===== config.mk =====
export PLATFORM = sky130hd
export DESIGN_NAME = radix_digit_string_emitter_unit_flat
export DESIGN_NICKNAME = d
export VERILOG_FILES = /design/src/rtl/rdse_pkg.sv /design/src/rtl/rdse_if.sv /design/src/rtl/rdse_divider.sv /design/src/rtl/rdse_digit_store.sv /design/src/rtl/radix_digit_string_emitter_unit.sv /design/src/flat_wrapper.sv
export SDC_FILE = /design/constraint.sdc
export NUM_CORES = 1
export LEC_CHECK = 0
export BUFFER_PORTS_ARGS = -buffer_cell sky130_fd_sc_hd__buf_2
export CORE_MARGIN = 8
export CORE_UTILIZATION = 53
export DETAILED_ROUTE_END_ITERATION = 10
export MAX_ROUTING_LAYER = met4
export PLACE_DENSITY = 0.78
export SYNTH_ARGS = -nofsm -noshare
export SYNTH_HDL_FRONTEND = slang
export SYNTH_SLANG_ARGS = --single-unit

===== constraint.sdc =====
create_clock -name clk_i -period 16.2 [get_ports clk_i]
set_clock_uncertainty 0.1 [all_clocks]
set_input_delay 3.24 -clock clk_i [delete_from_list [all_inputs] [get_ports clk_i]]
set_output_delay 3.24 -clock clk_i [all_outputs]
set_load 0.05 [all_outputs]

===== src/rtl/rdse_pkg.sv =====
// Package for the radix digit string emitter: widths, character constants,
// the digit-to-character mapping and the structs passed between modules.
// Depends on nothing; every other file of the block uses it.
package rdse_pkg;

  // Fixed port widths.
  localparam int VALUE_IN_W = 64;
  localparam int RADIX_W    = 6;
  localparam int CHAR_W     = 7;

  // Number of low value bits that take part in the conversion (8 to 64).
  localparam int VALUE_WIDTH = 64;

  // A digit is below the largest base, so it fits the base width.
  localparam int DIGIT_W     = RADIX_W;
  // At most one digit per value bit, reached in base two.
  localparam int DIGIT_DEPTH = VALUE_WIDTH;
  localparam int DIGIT_AW    = $clog2(DIGIT_DEPTH);
  // Bit counter of the divider, holds VALUE_WIDTH itself.
  localparam int DIV_CNT_W   = $clog2(VALUE_WIDTH + 1);

  localparam logic [RADIX_W-1:0] RADIX_MIN = RADIX_W'(2);
  localparam logic [RADIX_W-1:0] RADIX_MAX = RADIX_W'(62);

  localparam logic [DIGIT_W-1:0] DIGIT_FIRST_UPPER = DIGIT_W'(10);
  localparam logic [DIGIT_W-1:0] DIGIT_FIRST_LOWER = DIGIT_W'(36);

  localparam logic [CHAR_W-1:0] CHAR_ZERO    = CHAR_W'(8'h30);  // '0'
  localparam logic [CHAR_W-1:0] CHAR_UPPER_A = CHAR_W'(8'h41);  // 'A'
  localparam logic [CHAR_W-1:0] CHAR_LOWER_A = CHAR_W'(8'h61);  // 'a'
  localparam logic [CHAR_W-1:0] CHAR_NONE    = '0;

  typedef logic [VALUE_WIDTH-1:0] num_t;
  typedef logic [DIGIT_W-1:0]     digit_t;
  typedef logic [DIGIT_AW-1:0]    digit_addr_t;

  // Request to the shared divider.
  typedef struct packed {
    logic                 start;
    num_t                 dividend;
    logic [RADIX_W-1:0]   divisor;
  } div_req_t;

  // Response of the shared divider; quotient and remainder hold until next start.
  typedef struct packed {
    logic   done;
    num_t   quotient;
    digit_t remainder;
  } div_rsp_t;

  // Write port of the digit store.
  typedef struct packed {
    logic        en;
    digit_addr_t addr;
    digit_t      data;
  } digit_wr_t;

  // Digits 0-9 map to '0'-'9', 10-35 to 'A'-'Z' and 36-61 to 'a'-'z'.
  function automatic logic [CHAR_W-1:0] digit_to_char(input digit_t d);
    logic [CHAR_W-1:0] d_ext;
    logic [CHAR_W-1:0] ch;
    d_ext = {{(CHAR_W - DIGIT_W){1'b0}}, d};
    if (d < DIGIT_FIRST_UPPER) begin
      ch = CHAR_ZERO + d_ext;
    end else if (d < DIGIT_FIRST_LOWER) begin
      ch = CHAR_UPPER_A + d_ext - {{(CHAR_W - DIGIT_W){1'b0}}, DIGIT_FIRST_UPPER};
    end else begin
      ch = CHAR_LOWER_A + d_ext - {{(CHAR_W - DIGIT_W){1'b0}}, DIGIT_FIRST_LOWER};
    end
    return ch;
  endfunction

endpackage


===== src/rtl/rdse_if.sv =====
// Valid/ready channel interfaces of the radix digit string emitter.
// Depends on rdse_pkg for the payload widths.
interface rdse_in_if;
  logic                          valid;
  logic                          ready;
  logic [rdse_pkg::VALUE_IN_W-1:0] value;
  logic [rdse_pkg::RADIX_W-1:0]  radix;

  modport source (output valid, output value, output radix, input ready);
  modport sink (input valid, input value, input radix, output ready);
endinterface

interface rdse_out_if;
  logic                        valid;
  logic                        ready;
  logic [rdse_pkg::CHAR_W-1:0] digit_char;
  logic                        last;
  logic                        bad_radix;

  modport source (output valid, output digit_char, output last, output bad_radix, input ready);
  modport sink (input valid, input digit_char, input last, input bad_radix, output ready);
endinterface


===== src/rtl/rdse_divider.sv =====
// Shared restoring divider: divides a value by a small base, one quotient
// bit per cycle. Depends on rdse_pkg.
module rdse_divider (
  input  logic               clk_i,
  input  logic               rst_ni,
  input  rdse_pkg::div_req_t req_i,
  output rdse_pkg::div_rsp_t rsp_o
);

  logic                              busy_q, busy_d;
  logic                              done_q, done_d;
  logic [rdse_pkg::DIV_CNT_W-1:0]    cnt_q, cnt_d;
  rdse_pkg::num_t                    quo_q, quo_d;
  rdse_pkg::digit_t                  rem_q, rem_d;
  logic [rdse_pkg::RADIX_W-1:0]      div_q, div_d;
  logic [rdse_pkg::DIGIT_W:0]        trial;
  logic                              fits;

  // One restoring step: bring down the next dividend bit and try the subtract.
  assign trial = {rem_q, quo_q[rdse_pkg::VALUE_WIDTH-1]};
  assign fits  = trial >= {1'b0, div_q};

  always_comb begin
    busy_d = busy_q;
    done_d = 1'b0;
    cnt_d  = cnt_q;
    quo_d  = quo_q;
    rem_d  = rem_q;
    div_d  = div_q;
    if (req_i.start) begin
      busy_d = 1'b1;
      cnt_d  = rdse_pkg::DIV_CNT_W'(rdse_pkg::VALUE_WIDTH);
      quo_d  = req_i.dividend;
      rem_d  = '0;
      div_d  = req_i.divisor;
    end else if (busy_q) begin
      quo_d = {quo_q[rdse_pkg::VALUE_WIDTH-2:0], fits};
      rem_d = fits ? rdse_pkg::DIGIT_W'(trial - {1'b0, div_q})
                   : trial[rdse_pkg::DIGIT_W-1:0];
      cnt_d = cnt_q - rdse_pkg::DIV_CNT_W'(1);
      if (cnt_q == rdse_pkg::DIV_CNT_W'(1)) begin
        busy_d = 1'b0;
        done_d = 1'b1;
      end
    end
  end

  always_ff @(posedge clk_i or negedge rst_ni) begin
    if (!rst_ni) begin
      busy_q <= 1'b0;
      done_q <= 1'b0;
      cnt_q  <= '0;
    end else begin
      busy_q <= busy_d;
      done_q <= done_d;
      cnt_q  <= cnt_d;
    end
  end

  always_ff @(posedge clk_i) begin
    quo_q <= quo_d;
    rem_q <= rem_d;
    div_q <= div_d;
  end

  assign rsp_o.done      = done_q;
  assign rsp_o.quotient  = quo_q;
  assign rsp_o.remainder = rem_q;

endmodule


===== src/rtl/rdse_digit_store.sv =====
// Digit store: holds the digits of one number, least significant at address
// zero. One write and one registered read per cycle. Depends on rdse_pkg.
module rdse_digit_store (
  input  logic                  clk_i,
  input  rdse_pkg::digit_wr_t   wr_i,
  input  logic                  rd_en_i,
  input  rdse_pkg::digit_addr_t rd_addr_i,
  output rdse_pkg::digit_t      rd_data_o
);

  rdse_pkg::digit_t mem_q [rdse_pkg::DIGIT_DEPTH];
  rdse_pkg::digit_t rd_data_q;

  always_ff @(posedge clk_i) begin
    if (wr_i.en) begin
      mem_q[wr_i.addr] <= wr_i.data;
    end
  end

  always_ff @(posedge clk_i) begin
    if (rd_en_i) begin
      rd_data_q <= mem_q[rd_addr_i];
    end
  end

  assign rd_data_o = rd_data_q;

endmodule


===== src/rtl/radix_digit_string_emitter_unit.sv =====
// Radix digit string emitter, top level. Each digit of an item is divided
// out in turn, one divider bit per cycle; the digits are then emitted through
// the read, load and emit states, plus output stalls. Base 2 of a full 64-bit
// value is the slowest case. A bad base or a zero value gives its single
// result the cycle after the item is taken. Reset is asynchronous, active
// low, and returns the sequencer to idle with no result.
module radix_digit_string_emitter_unit (
  input  logic        clk_i,
  input  logic        rst_ni,
  rdse_in_if.sink     in_i,
  rdse_out_if.source  out_o
);

  // The sequencer walks each item through its phases; only one item is
  // in flight, so input ready is simply the idle state.
  typedef enum logic [2:0] {
    StIdle,
    StDivStart,
    StDivWait,
    StRead,
    StLoad,
    StEmit
  } state_e;

  state_e                       state_q, state_d;
  logic                         out_valid_q, out_valid_d;
  rdse_pkg::digit_addr_t        wr_ptr_q, wr_ptr_d;
  rdse_pkg::digit_addr_t        rd_ptr_q, rd_ptr_d;

  // Payload registers, no reset needed.
  rdse_pkg::num_t               num_q, num_d;
  logic [rdse_pkg::RADIX_W-1:0] radix_q, radix_d;
  logic [rdse_pkg::CHAR_W-1:0]  char_q, char_d;
  logic                         last_q, last_d;
  logic                         bad_q, bad_d;

  rdse_pkg::div_req_t           div_req;
  rdse_pkg::div_rsp_t           div_rsp;
  rdse_pkg::digit_wr_t          store_wr;
  logic                         store_rd_en;
  rdse_pkg::digit_t             store_rd_data;

  logic                         in_fire;
  logic                         out_fire;
  logic                         radix_bad;
  rdse_pkg::num_t               in_num;

  assign in_fire   = in_i.valid && in_i.ready;
  assign out_fire  = out_o.valid && out_o.ready;
  // Only the low VALUE_WIDTH bits of the input value count.
  assign in_num    = in_i.value[rdse_pkg::VALUE_WIDTH-1:0];
  assign radix_bad = (in_i.radix < rdse_pkg::RADIX_MIN) ||
                     (in_i.radix > rdse_pkg::RADIX_MAX);

  always_comb begin
    state_d     = state_q;
    out_valid_d = out_valid_q;
    wr_ptr_d    = wr_ptr_q;
    rd_ptr_d    = rd_ptr_q;
    num_d       = num_q;
    radix_d     = radix_q;
    char_d      = char_q;
    last_d      = last_q;
    bad_d       = bad_q;

    div_req.start    = 1'b0;
    div_req.dividend = num_q;
    div_req.divisor  = radix_q;

    store_wr.en   = 1'b0;
    store_wr.addr = wr_ptr_q;
    store_wr.data = div_rsp.remainder;
    store_rd_en   = 1'b0;

    unique case (state_q)
      StIdle: begin
        if (in_fire) begin
          if (radix_bad) begin
            // A bad base gives one flagged result with no character.
            char_d      = rdse_pkg::CHAR_NONE;
            last_d      = 1'b1;
            bad_d       = 1'b1;
            out_valid_d = 1'b1;
            state_d     = StEmit;
          end else if (in_num == '0) begin
            // Zero is written as the single digit '0'.
            char_d      = rdse_pkg::CHAR_ZERO;
            last_d      = 1'b1;
            bad_d       = 1'b0;
            out_valid_d = 1'b1;
            state_d     = StEmit;
          end else begin
            num_d    = in_num;
            radix_d  = in_i.radix;
            wr_ptr_d = '0;
            state_d  = StDivStart;
          end
        end
      end

      StDivStart: begin
        div_req.start = 1'b1;
        state_d       = StDivWait;
      end

      StDivWait: begin
        if (div_rsp.done) begin
          // Remainders come out least significant first; store them in
          // order and read them back from the top.
          store_wr.en = 1'b1;
          if (div_rsp.quotient == '0) begin
            rd_ptr_d = wr_ptr_q;
            state_d  = StRead;
          end else begin
            num_d    = div_rsp.quotient;
            wr_ptr_d = wr_ptr_q + rdse_pkg::DIGIT_AW'(1);
            state_d  = StDivStart;
          end
        end
      end

      StRead: begin
        store_rd_en = 1'b1;
        state_d     = StLoad;
      end

      StLoad: begin
        char_d      = rdse_pkg::digit_to_char(store_rd_data);
        last_d      = (rd_ptr_q == '0);
        bad_d       = 1'b0;
        out_valid_d = 1'b1;
        state_d     = StEmit;
      end

      StEmit: begin
        if (out_fire) begin
          out_valid_d = 1'b0;
          if (last_q) begin
            state_d = StIdle;
          end else begin
            rd_ptr_d = rd_ptr_q - rdse_pkg::DIGIT_AW'(1);
            state_d  = StRead;
          end
        end
      end

      default: begin
        state_d = StIdle;
      end
    endcase
  end

  always_ff @(posedge clk_i or negedge rst_ni) begin
    if (!rst_ni) begin
      state_q     <= StIdle;
      out_valid_q <= 1'b0;
      wr_ptr_q    <= '0;
      rd_ptr_q    <= '0;
    end else begin
      state_q     <= state_d;
      out_valid_q <= out_valid_d;
      wr_ptr_q    <= wr_ptr_d;
      rd_ptr_q    <= rd_ptr_d;
    end
  end

  always_ff @(posedge clk_i) begin
    num_q   <= num_d;
    radix_q <= radix_d;
    char_q  <= char_d;
    last_q  <= last_d;
    bad_q   <= bad_d;
  end

  rdse_divider u_divider (
    .clk_i  (clk_i),
    .rst_ni (rst_ni),
    .req_i  (div_req),
    .rsp_o  (div_rsp)
  );

  rdse_digit_store u_digit_store (
    .clk_i     (clk_i),
    .wr_i      (store_wr),
    .rd_en_i   (store_rd_en),
    .rd_addr_i (rd_ptr_q),
    .rd_data_o (store_rd_data)
  );

  assign in_i.ready        = (state_q == StIdle);
  assign out_o.valid       = out_valid_q;
  assign out_o.digit_char  = char_q;
  assign out_o.last        = last_q;
  assign out_o.bad_radix   = bad_q;

endmodule


===== src/flat_wrapper.sv =====
// flat-port wrapper written by rule: the top's interface ports become plain ports
module radix_digit_string_emitter_unit_flat 
  (clk_i, rst_ni, in_i_valid, in_i_value, in_i_radix, in_i_ready, out_o_valid, out_o_digit_char, out_o_last, out_o_bad_radix, out_o_ready);
  rdse_in_if in_i_i ();
  rdse_out_if out_o_i ();
  input  logic clk_i;
  input  logic rst_ni;
  input wire logic [$bits(in_i_i.valid)-1:0] in_i_valid;
  input wire logic [$bits(in_i_i.value)-1:0] in_i_value;
  input wire logic [$bits(in_i_i.radix)-1:0] in_i_radix;
  output wire logic [$bits(in_i_i.ready)-1:0] in_i_ready;
  output wire logic [$bits(out_o_i.valid)-1:0] out_o_valid;
  output wire logic [$bits(out_o_i.digit_char)-1:0] out_o_digit_char;
  output wire logic [$bits(out_o_i.last)-1:0] out_o_last;
  output wire logic [$bits(out_o_i.bad_radix)-1:0] out_o_bad_radix;
  input wire logic [$bits(out_o_i.ready)-1:0] out_o_ready;
  assign in_i_i.valid = in_i_valid;
  assign in_i_i.value = in_i_value;
  assign in_i_i.radix = in_i_radix;
  assign in_i_ready = in_i_i.ready;
  assign out_o_valid = out_o_i.valid;
  assign out_o_digit_char = out_o_i.digit_char;
  assign out_o_last = out_o_i.last;
  assign out_o_bad_radix = out_o_i.bad_radix;
  assign out_o_i.ready = out_o_ready;
  radix_digit_string_emitter_unit u_core (.clk_i(clk_i), .rst_ni(rst_ni), .in_i(in_i_i), .out_o(out_o_i));
endmodule

==> results.yml <==
outcome:
  status: "finished, final reports clean"
worst_setup_path:
  path_depth: 8
  worstPathArrival_ns: 6.40
  r2r_start: "u_core.rd_ptr_q[1]"
  max_stage_delay_ns: 0.86
  crit_path_end_kind: "register"
  cp_common_cell: "nor4_1"
  path_cells: "buf_2, nor4_1, nand4_1, nor4_1, nor3_1, a21oi_1, a21oi_4, buf_4"
  crit_path_start: "in_i_value[1]"
  crit_type: "input pin to register"
  worst_path_max_delay_cell: "nor4_1"
  cp_top_family: "simple AND/OR/NAND/NOR gates"
  rr_worst_depth: 6
  crit_path_start_kind: "input pin"
  crit_required_ns: 16.33
  crit_buf_inv: 2
  path_max_fanout: 64
power_and_ir_drop:
  peakVddDrop_mv: 0.108
  p_sw_w: 0.00157
  clkPwrFrac_pct: 26.2
  seqPwrFrac_pct: 46.1
  p_leak_nw: 9.46
  finalPower_w: 0.00478
  combPwrFrac_pct: 27.7
  p_int_w: 0.00322
  p_sw_share_pct: 32.7
  powerDensity_mw_per_mm2: 180
logic_synthesis:
  yosys_warnings: 0
  yosysSeqAreaShare_pct: 71.1
  synth-edff-count: 539
  synth_top_area_cell: "edfxtp_1"
  ys_ff_latch: 570
  yosysTopAreaCellShare_pct: 68.0
  synthFlopType: "edfxtp_1"
  syn_nets: 1701
  synthCells: 1609
  async_reset_ff_share_pct: 4.39
  synth_area_mm2: 0.0238
  synth.area.top_cells: "edfxtp_1 (68%), mux4_2 (9.7%), nand2_1 (6.8%), dfrtp_1 (2.6%), nor2_1 (1.7%)"
  yosysUniqueCellTypes: 59
  avgSynthCellArea_um2: 14.8
floorplanning:
  pin_count: 85
  dieHeight_um: 228
  core_mm2: 0.0443
  die_width_um: 228
  start_util_pct: 53.7
  fp-row-count: 77
  die-area_mm2: 0.0519
cts:
  clk_latency_ns: 0.61
  clk_pin_slew_ns: 0.06
  cts.sinks: 570
  post_cts_buffers: 0
  cts_inserted_buffers: 54
  cts.htree.levels: 2
  cts-resized-gates: 0
  cts_tree: "built"
  cts_hold_buffers: 0
  cts_root_buffer: "clkbuf_16"
  clock_path_buffers: 3
timing:
  fmaxAchievable_ghz: 0.160
  rsz0062_at_grt: "no"
  hold_viol_final: 0
  min_period_over_period_pct: 38.7
  setup_violations: 0
  final.setup.tns_ns: 0
  fin_crit_ns: 6.27
  drv_slew: 0
  tightestPinTransition_ns: 1.09
  max_slew_margin_pct: 26.4
global_routing:
  grt_pass1_vias: 14134
  grt_overflow_total: 0
  grt_first_pass_wirelength_um: 83500
  grt_usage_pct: 21.1
  antenna_found_initial: 0
  grt_max_degree: 78
layout:
  area_delta_synth_final_pct: 11.4
  layout_common_cells: "edfxtp_1 (539), nand2_1 (429), nor2_1 (109)"
  fin_util_pct: 59.8
  num-nets-final: 1775
  diodes: 0
  final_common_cell: "edfxtp_1"
  fin_area_mm2: 0.0265
  nFillCells: 3189
  drive_above_1_share_pct: 18.0
hold_path:
  hold_path.class: "register to register"
  hold_path_depth: 0
  hold_start: "u_core.radix_q[3]"
run:
  cap_violations: 0
drt:
  drc: 0
  vias_per_cell: 6.06
  first_pass_iters: 5
  vias: 14039
  wire_per_inst_um: 23.4
  final_antenna_net_count: 0
  detail_route.iter0.violations: 1739
  drt-total-wl_um: 54200
place:
  place_area_mm2: 0.0247
  port-buffer-count: 84
  dpl.hpwl_um: 32900
  gp_congestion: 0.956
==> cell usage after synthesis, types with 12 or more instances <==
master    instances
inv_1            25
mux2i_1          19
nor2_1          109
clkbuf_1         60
nor4_1           35
nand4_1          12
ha_1             17
mux4_2          103
nand2_1         429
edfxtp_1        539
nand3_1          16
dfrtp_1          25
o21ai_1          15
a21oi_1          30
==> layout make-up <==
cell class | count | area [um^2] | share of cell area (%)
Clock buffer | 73 | 1510 | 5.71
Clock inverter | 26 | 255 | 0.963
Inverter | 26 | 97.6 | 0.368
Multi-Input combinational cell | 930 | 6410 | 24.2
Sequential cell | 570 | 16900 | 63.9
Tap cell | 592 | 741 | 2.79
Timing Repair Buffer | 101 | 548 | 2.07
==> state kept, by name, summed over array words and instances, names as in the netlist, 6 cells and up <==
name                            count
u_core.u_digit_store.mem_q        384
u_core.num_q                       64
u_core.u_divider.quo_q             64
u_core.out_o.digit_char             7
u_core.u_divider.cnt_q              7
u_core.radix_q                      6
u_core.rd_ptr_q                     6
u_core.u_digit_store.rd_data_o      6
u_core.u_divider.div_q              6
u_core.u_divider.rem_q              6
u_core.wr_ptr_q                     6
==> logic make-up (layout without fill, tap and decap cells) <==
| kind of cell | after synthesis | count (layout) | synth area share, % |
|---|---|---|---|
| flops | 570 | 570 | 71.1 |
| mux | 124 | 124 | 10.6 |
| buf+inv | 109 | 226 | 1.99 |
| xor+xnor | 13 | 13 | 0.478 |
| compound gates | 120 | 120 | 3.20 |
| simple gates | 655 | 655 | 11.6 |
| fa+ha+maj | 18 | 18 | 0.978 |
==> path summary, 6_finish.rpt <==
path	endpoint	slack (ns)
max	u_core.num_q[43]	9.93
min	u_core.u_divider.div_q[3]	0.32
max reg2reg	u_core.u_digit_store.rd_data_o[4]	12.69
min reg2reg	u_core.u_divider.div_q[3]	0.32
max in group asynchronous	u_core.rd_ptr_q[0]	13.02
min in group asynchronous	u_core.state_q[0]	2.53
==> layer usage <==
layer  GRT usage [%]  vias to the layer above  routed length (um)
met5               -                        -                   0
met4            7.90                        0                2070
met1            26.3                     7011               20400
met3            3.81                      130                4400
met2            34.5                      723               27400
li1                -                     6175                   -
==> through the flow <==
step	hold WS (ns)	setup WS, ns	cells
5_1_grt	0.330	9.89	2318
2_1_floorplan	0.300	8.17	1609
6_report	0.319	9.93	2318
3_3_place_gp	0.302	9.51	2219
3_5_place_dp	0.305	9.39	2219
4_1_cts	0.318	10.01	2318
==> power by group through the flow <==
stage / clock network, W / logic (W) / registers (W)
floorplan: 0 / 0.000931 / 0.00220
global placement: 0 / 0.00126 / 0.00222
detailed placement: 0 / 0.00131 / 0.00223
CTS: 0.00127 / 0.00133 / 0.00221
global route: 0.00132 / 0.00144 / 0.00223
finish: 0.00125 / 0.00132 / 0.00221
No activity file was read; power rests on OpenSTA's default activity.
